File: src/design/assert_macros.svh
// Concurrent assertion wrappers.
`ifndef ASSERT_MACROS_SVH
`define ASSERT_MACROS_SVH

`ifndef SYNTHESIS
`define CFMF_ASSERT(name, clk, rst_n, prop) \
	name: assert property (@(posedge clk) disable iff (!rst_n) prop) \
	else $error("cidr filter check failed");
`define CFMF_ASSERT_ALWAYS(name, clk, prop) \
	name: assert property (@(posedge clk) prop) \
	else $error("cidr filter check failed");
`else
`define CFMF_ASSERT(name, clk, rst_n, prop)
`define CFMF_ASSERT_ALWAYS(name, clk, prop)
`endif

`endif

File: src/design/cfmf_pkg.sv
package cfmf_pkg;

	localparam int ADDR_W  = 32;
	localparam int PLEN_W  = 6;
	localparam int HIDX_W  = 4;

	localparam logic [PLEN_W-1:0] PLEN_MAX = 6'd32;

	localparam logic OP_ADD    = 1'b0;
	localparam logic OP_LOOKUP = 1'b1;

	typedef struct packed {
		logic              valid;
		logic              op;
		logic [ADDR_W-1:0] address;
		logic [PLEN_W-1:0] prefix_len;
		logic              rule_allow;
		logic              add_ok;
		logic              hit;
		logic              permitted;
		logic [HIDX_W-1:0] hit_index;
	} token_t;

	function automatic logic [ADDR_W-1:0] prefix_mask(input logic [PLEN_W-1:0] plen);
		logic [ADDR_W-1:0] m;
		if (plen == '0) begin
			m = '0;
		end else if (plen >= PLEN_MAX) begin
			m = '1;
		end else begin
			m = {ADDR_W{1'b1}} << (PLEN_MAX - plen);
		end
		return m;
	endfunction

endpackage

File: src/design/cfmf_cell.sv
module cfmf_cell #(
	parameter int INDEX = 0,
	parameter int CNT_W = 5
) (
	input  logic              clk,
	input  logic              arst_n,
	input  cfmf_pkg::token_t  tok_i,
	input  logic [CNT_W-1:0]  cnt_i,
	output cfmf_pkg::token_t  tok_o,
	output logic [CNT_W-1:0]  cnt_o
);
	import cfmf_pkg::*;

	localparam logic [CNT_W-1:0]  IDX_C  = CNT_W'(INDEX);
	localparam logic [HIDX_W-1:0] HIDX_C = HIDX_W'(INDEX);

	logic [ADDR_W-1:0] net_q;
	logic [PLEN_W-1:0] plen_q;
	logic              mode_q;

	token_t           tok_s1;
	logic [CNT_W-1:0] cnt_s1;
	token_t           tok_nx;
	logic             wr_en;
	logic             match;

	assign wr_en = tok_i.valid && (tok_i.op == OP_ADD) && tok_i.add_ok && (cnt_i == IDX_C);

	assign match = tok_i.valid && (tok_i.op == OP_LOOKUP) && !tok_i.hit
		&& (cnt_i > IDX_C)
		&& (((net_q ^ tok_i.address) & prefix_mask(plen_q)) == '0);

	always_comb begin
		tok_nx = tok_i;
		if (match) begin
			tok_nx.hit       = 1'b1;
			tok_nx.permitted = mode_q;
			tok_nx.hit_index = HIDX_C;
		end
	end

	always_ff @(posedge clk) begin
		if (wr_en) begin
			net_q  <= tok_i.address;
			plen_q <= tok_i.prefix_len;
			mode_q <= tok_i.rule_allow;
		end
	end

	always_ff @(posedge clk or negedge arst_n) begin
		if (!arst_n) begin
			tok_s1 <= '0;
			cnt_s1 <= '0;
		end else begin
			tok_s1 <= tok_nx;
			cnt_s1 <= cnt_i;
		end
	end

	assign tok_o = tok_s1;
	assign cnt_o = cnt_s1;

endmodule

File: src/design/cidr_first_match_filter.sv
// Channel   Signals                                         Handshake
// input     op, address, prefix_len, rule_allow             start && !busy
// result    permitted, hit, hit_index, add_rejected         done, one cycle, no stall
//
// One item enters per cycle; busy stays low.
// Each item walks the rule chain one cell per cycle, registered in every cell;
// its result appears on done after the last cell, in order.
// Reset clears the rule count and the chain's valid flags; rule cells hold
// no reset value and are written only by accepted adds.
// The receiver cannot stall: each result is shown for one cycle only.
`include "assert_macros.svh"

module cidr_first_match_filter #(
	parameter int MAX_RULES = 16
) (
	input  logic                           clk,
	input  logic                           arst_n,
	input  logic                           start,
	output logic                           busy,
	input  logic                           op,
	input  logic [cfmf_pkg::ADDR_W-1:0]    address,
	input  logic [cfmf_pkg::PLEN_W-1:0]    prefix_len,
	input  logic                           rule_allow,
	output logic                           done,
	output logic                           permitted,
	output logic                           hit,
	output logic [cfmf_pkg::HIDX_W-1:0]    hit_index,
	output logic                           add_rejected
);
	import cfmf_pkg::*;

	localparam int CNT_W = $clog2(MAX_RULES + 1);
	localparam logic [CNT_W-1:0] FULL_C = CNT_W'(MAX_RULES);

	logic [CNT_W-1:0] count_q;
	logic             accept;
	logic             add_ok;

	token_t           tok [MAX_RULES+1];
	logic [CNT_W-1:0] cnt [MAX_RULES+1];

	assign busy   = 1'b0;
	assign accept = start && !busy;
	assign add_ok = (count_q < FULL_C) && (prefix_len <= PLEN_MAX);

	always_ff @(posedge clk or negedge arst_n) begin
		if (!arst_n) begin
			count_q <= '0;
		end else if (accept && (op == OP_ADD) && add_ok) begin
			count_q <= count_q + 1'b1;
		end
	end

	assign tok[0] = '{
		valid:      accept,
		op:         op,
		address:    address,
		prefix_len: prefix_len,
		rule_allow: rule_allow,
		add_ok:     add_ok,
		hit:        1'b0,
		permitted:  1'b0,
		hit_index:  '0
	};
	assign cnt[0] = count_q;

	for (genvar i = 0; i < MAX_RULES; i++) begin : g_cell
		cfmf_cell #(
			.INDEX (i),
			.CNT_W (CNT_W)
		) u_cell (
			.clk    (clk),
			.arst_n (arst_n),
			.tok_i  (tok[i]),
			.cnt_i  (cnt[i]),
			.tok_o  (tok[i+1]),
			.cnt_o  (cnt[i+1])
		);
	end

	assign done         = tok[MAX_RULES].valid;
	assign permitted    = tok[MAX_RULES].permitted;
	assign hit          = tok[MAX_RULES].hit;
	assign hit_index    = tok[MAX_RULES].hit_index;
	assign add_rejected = (tok[MAX_RULES].op == OP_ADD) && !tok[MAX_RULES].add_ok;

	`CFMF_ASSERT(a_count_bound, clk, arst_n, count_q <= FULL_C)
	`CFMF_ASSERT(a_add_grows, clk, arst_n, accept && (op == OP_ADD) && add_ok |=> count_q == $past(count_q) + 1'b1)
	`CFMF_ASSERT(a_lookup_keeps, clk, arst_n, accept && (op == OP_LOOKUP) |=> $stable(count_q))
	`CFMF_ASSERT(a_latency, clk, arst_n, done |-> $past(accept, MAX_RULES))
	`CFMF_ASSERT(a_add_no_hit, clk, arst_n, done && add_rejected |-> !hit && !permitted)
	`CFMF_ASSERT(a_default_deny, clk, arst_n, done && !hit |-> !permitted && (hit_index == '0))

endmodule

File: config.mk
export PLATFORM = sky130hd
export DESIGN_NAME = cidr_first_match_filter
export DESIGN_NICKNAME = d
export VERILOG_FILES = /design/src/design/cfmf_pkg.sv /design/src/design/cfmf_cell.sv /design/src/design/cidr_first_match_filter.sv
export VERILOG_INCLUDE_DIRS = /design/src /design/src/design
export SDC_FILE = /design/constraint.sdc
export NUM_CORES = 2
export LEC_CHECK = 0
export BUFFER_PORTS_ARGS = -buffer_cell sky130_fd_sc_hd__buf_2
export CORE_ASPECT_RATIO = 0.6
export CORE_MARGIN = 8
export CORE_UTILIZATION = 57
export DETAILED_ROUTE_END_ITERATION = 7
export GPL_TIMING_DRIVEN = 0
export HOLD_SLACK_MARGIN = 0.03
export PLACE_DENSITY_LB_ADDON = 0.3
export RECOVER_POWER = 25
export SYNTH_ARGS = -nofsm -noshare
export SYNTH_HDL_FRONTEND = slang
export SYNTH_SLANG_ARGS = --single-unit
export TNS_END_PERCENT = 10
File: constraint.sdc
create_clock -name clk -period 4.6 [get_ports clk]
set_input_delay 0.92 -clock clk [delete_from_list [all_inputs] [get_ports clk]]
set_output_delay 0.92 -clock clk [all_outputs]
set_load 0.1 [all_outputs]
==> reports/qor.yml <==
detailed_routing:
  wl_met1_mm: 67.88
  drt_first_pass_iters: 6
  wl_per_cell_um: 25.52
  wl_met2_mm: 47.61
  drt_iter0_drc: 4332
  routed-via-count: 33200
  highest_layer: "met4"
  postRouteWirelength_mm: 139.2
  antenna_left: 0
  met3WireLength_mm: 22.08
  drc_errors: 0
  vias_per_cell: 6.086
final_layout:
  nets: 4199
  layout_common_cells: "dfrtp_1 (794), edfxtp_1 (624), xnor2_1 (323), xor2_1 (239), a21oi_1 (208)"
  fillers: 6914
  final_common_cell: "dfrtp_1"
  finish.utilization_pct: 64.11
  regArea_um2: 38610
  fin_area_um2: 61410
  multi_input_area_um2: 15660
  stdcell_count: 5455
  drive_above_1_share_pct: 9.037
  area_growth_pct: 11.91
cts:
  hold_buffers: 0
  clk_pin_slew_worst_paths_ps: 70
  cts_tree: "built"
  numClockSinks: 1418
  clockBufferDepth: 3
  cts.htree.levels: 3
  clockRootBuffer: "clkbuf_16"
  clock_latency_ps: 740
  numCtsBuffers: 120
synth:
  synth.distinct_cells: 95
  ys.flop_type: "dfrtp_1"
  yosysWarnings: 0
  ys_seq_elements: 1418
  syn_area_per_cell_um2: 14.19
  synth_nets: 3976
  syn_area_um2: 54880
  synth_edf_count: 624
  synth_cells: 3867
  ys_async_sr_fraction_pct: 55.99
  yosysSeqAreaShare_pct: 70.35
setup_path:
  critPathLaunchType: "register"
  cpLargestDelayFamily: "compound AO/OA/AOI/OAI gates"
  r2r_cells: 13
  crit_path_end_kind: "register"
  max_stage_delay_ps: 520
  slowest_stage: "o2111ai_1"
  reg2reg_to: "g_cell[7].u_cell.tok_o[4]"
  path_class: "reg2reg"
  r2r_setup_slack_ps: 230
  worstPathCellList: "inv_1 -> ha_1 -> buf_2 -> nand2b_1 -> o21ai_0 -> nand2_1 -> o31ai_1 -> nand4_1 -> nor4_1 -> o2111ai_1 -> a2111oi_4 -> buf_4 -> mux2_1"
  r2r-start: "g_cell[7].u_cell.plen_q[1]"
  cp.required_ps: 5210
  critPathBufInv: 3
  critical_path_arrival_ps: 4980
  critical_path.max_fanout: 10
pwr:
  cellPowerDensity_nw_per_um2: 429.4
  p_leak_nw: 23.45
  peakVddDrop_mv: 0.3220
die:
  start_util_pct: 57.29
  io_pins: 52
  die_h_um: 256.3
  die_w_um: 416.6
  rows: 88
  die_area_um2: 106800
  fp.coreArea_um2: 95790
status:
  run_status: "completed"
global_routing:
  grt_pass1_wl_mm: 208.1
  grt_overflow: 0
  grt_usage_pct: 25.88
  grt_pass1_vias: 31590
  antenna_found_initial: 6
  grt_max_degree: 122
timing:
  finalCritPeriodShare_pct: 94.92
  hold_ws_ps: 122.9
  worst_slew_pin_slew_ps: 1204
  min_period_ps: 4366
  fin_skew_ps: 41.58
  setup_viol: 0
  slew_viol_final: 0
  hold_viol_final: 0
  max_slew_margin_pct: 19.11
  rsz0062_at_grt: "false"
  max_freq_mhz: 229.0
  tns_ps: 0
placement:
  numPortBuffers: 50
  placedCellCount: 5225
  place_hpwl_mm: 103.8
  place_congestion: 0.9470
  place_area_um2: 57470
worst_hold_path:
  min_path_type: "in2async"
run:
  drv_cap: 0
-- report_power, final --
| group | internal (W) | leakage (nW) | switching [W] |
|---|---|---|---|
| Sequential | 0.0140 | 15.1 | 0.000733 |
| Clock | 0.00552 | 1.93 | 0.00463 |
| Combinational | 0.000507 | 6.40 | 0.000965 |
| Total | 0.0200 | 23.5 | 0.00633 |
-- worst register-to-register path, stage by stage, from the launching register on --
cell	delay, ps
edfxtp_1	460
inv_1	160
ha_1	250
buf_2	250
nand2b_1	130
o21ai_0	480
nand2_1	240
o31ai_1	270
nand4_1	130
nor4_1	410
o2111ai_1	520
a2111oi_4	430
buf_4	210
mux2_1	340
-- state kept, by name, indices dropped and copies added (netlist names) --
name and cells:
g_cell.u_cell.tok_o 714, g_cell.u_cell.net_q 512, g_cell.u_cell.plen_q 96, g_cell.u_cell.cnt_o 75, g_cell.u_cell.mode_q 16, count_q 5
-- layer usage --
layer / up-vias / track usage, %
met3: 152 / 13.66
met2: 1798 / 28.34
met5: - / 0
met4: 0 / 3.689
li1: 14490 / -
met1: 16760 / 43.93
-- cell usage after synthesis (9+ instances only) --
cell type	number	area share [%]
nand3b_1	13	0.18
o21a_1	19	0.26
nor3b_1	14	0.19
nand2b_1	65	0.74
and2_1	18	0.21
edfxtp_1	624	34
dfrtp_1	794	36
nor4_1	39	0.44
clkbuf_1	57	0.39
a21boi_0	9	0.12
xnor2_1	323	5.2
buf_2	10	0.091
and3_1	10	0.11
o31ai_1	32	0.44
nand2_1	193	1.3
nor2_1	170	1.2
or4_1	14	0.19
a221oi_1	13	0.21
inv_1	100	0.68
or3_1	22	0.25
nand4_1	35	0.40
o211ai_1	14	0.19
o221ai_1	13	0.21
mux2_2	13	0.27
a31oi_1	32	0.36
o21ai_0	174	1.6
a21o_1	15	0.21
o2111ai_1	13	0.21
nor2b_1	34	0.39
a2111oi_0	12	0.19
nand3_1	46	0.42
a22oi_1	16	0.22
a211oi_1	23	0.31
o21bai_1	10	0.14
o22ai_1	56	0.64
o41ai_1	11	0.18
or2_2	41	0.47
a21oi_1	209	1.9
ha_1	66	1.5
a41oi_1	14	0.22
nor3_1	80	0.73
xor2_1	239	3.8
-- kinds of logic after synthesis --
family,Yosys count,synth area share [%]
compound gates,769,9.175
xor+xnor,565,9.059
fa+ha+maj,70,1.578
buf+inv,178,1.320
flops,1418,70.35
mux,22,0.4492
other cells,1,0.006834
simple gates,844,8.058
-- cell type report --
cell class	instances	share of cell area, %
flip-flops and latches	1418	62.87
multi-input cells	2271	25.49
clock buffers	155	5.409
well taps	1260	2.567
repair buffers	101	1.467
clock inverters	71	1.013
inverters	100	0.6112
plain buffers	78	0.5684
diodes	1	0.004075
-- repair_timing --
| item | 4_1_cts | 5_1_grt |
|---|---|---|
| setup buffers | 0 | 2 |
| resized for setup | 0 | 3 |
| setup endpoints to repair | 0 | 8 |
-- through the flow --
stage | power (W) | setup WS (ps)
floorplan | 0.01547 | -221.8
global route | 0.02722 | 22.05
global placement | 0.01631 | -14410
CTS | 0.02651 | 63.47
finish | 0.02637 | 233.8
detailed placement | 0.01638 | 66.22
-- worst max path at each step --
stage,cells after the start,end,start
after floorplan,3,g_cell[5].u_cell.mode_q,g_cell[4].u_cell.cnt_o[3]
final,13,g_cell[7].u_cell.tok_o[4],g_cell[7].u_cell.plen_q[1]
after global placement,1,g_cell[3].u_cell.cnt_o[3],arst_n
after CTS,13,g_cell[5].u_cell.tok_o[4],g_cell[5].u_cell.plen_q[0]
after global routing,13,g_cell[7].u_cell.tok_o[4],g_cell[7].u_cell.plen_q[1]
after detailed placement,9,g_cell[10].u_cell.tok_o[4],g_cell[10].u_cell.plen_q[1]
No activity file was read; power rests on OpenSTA's default activity.
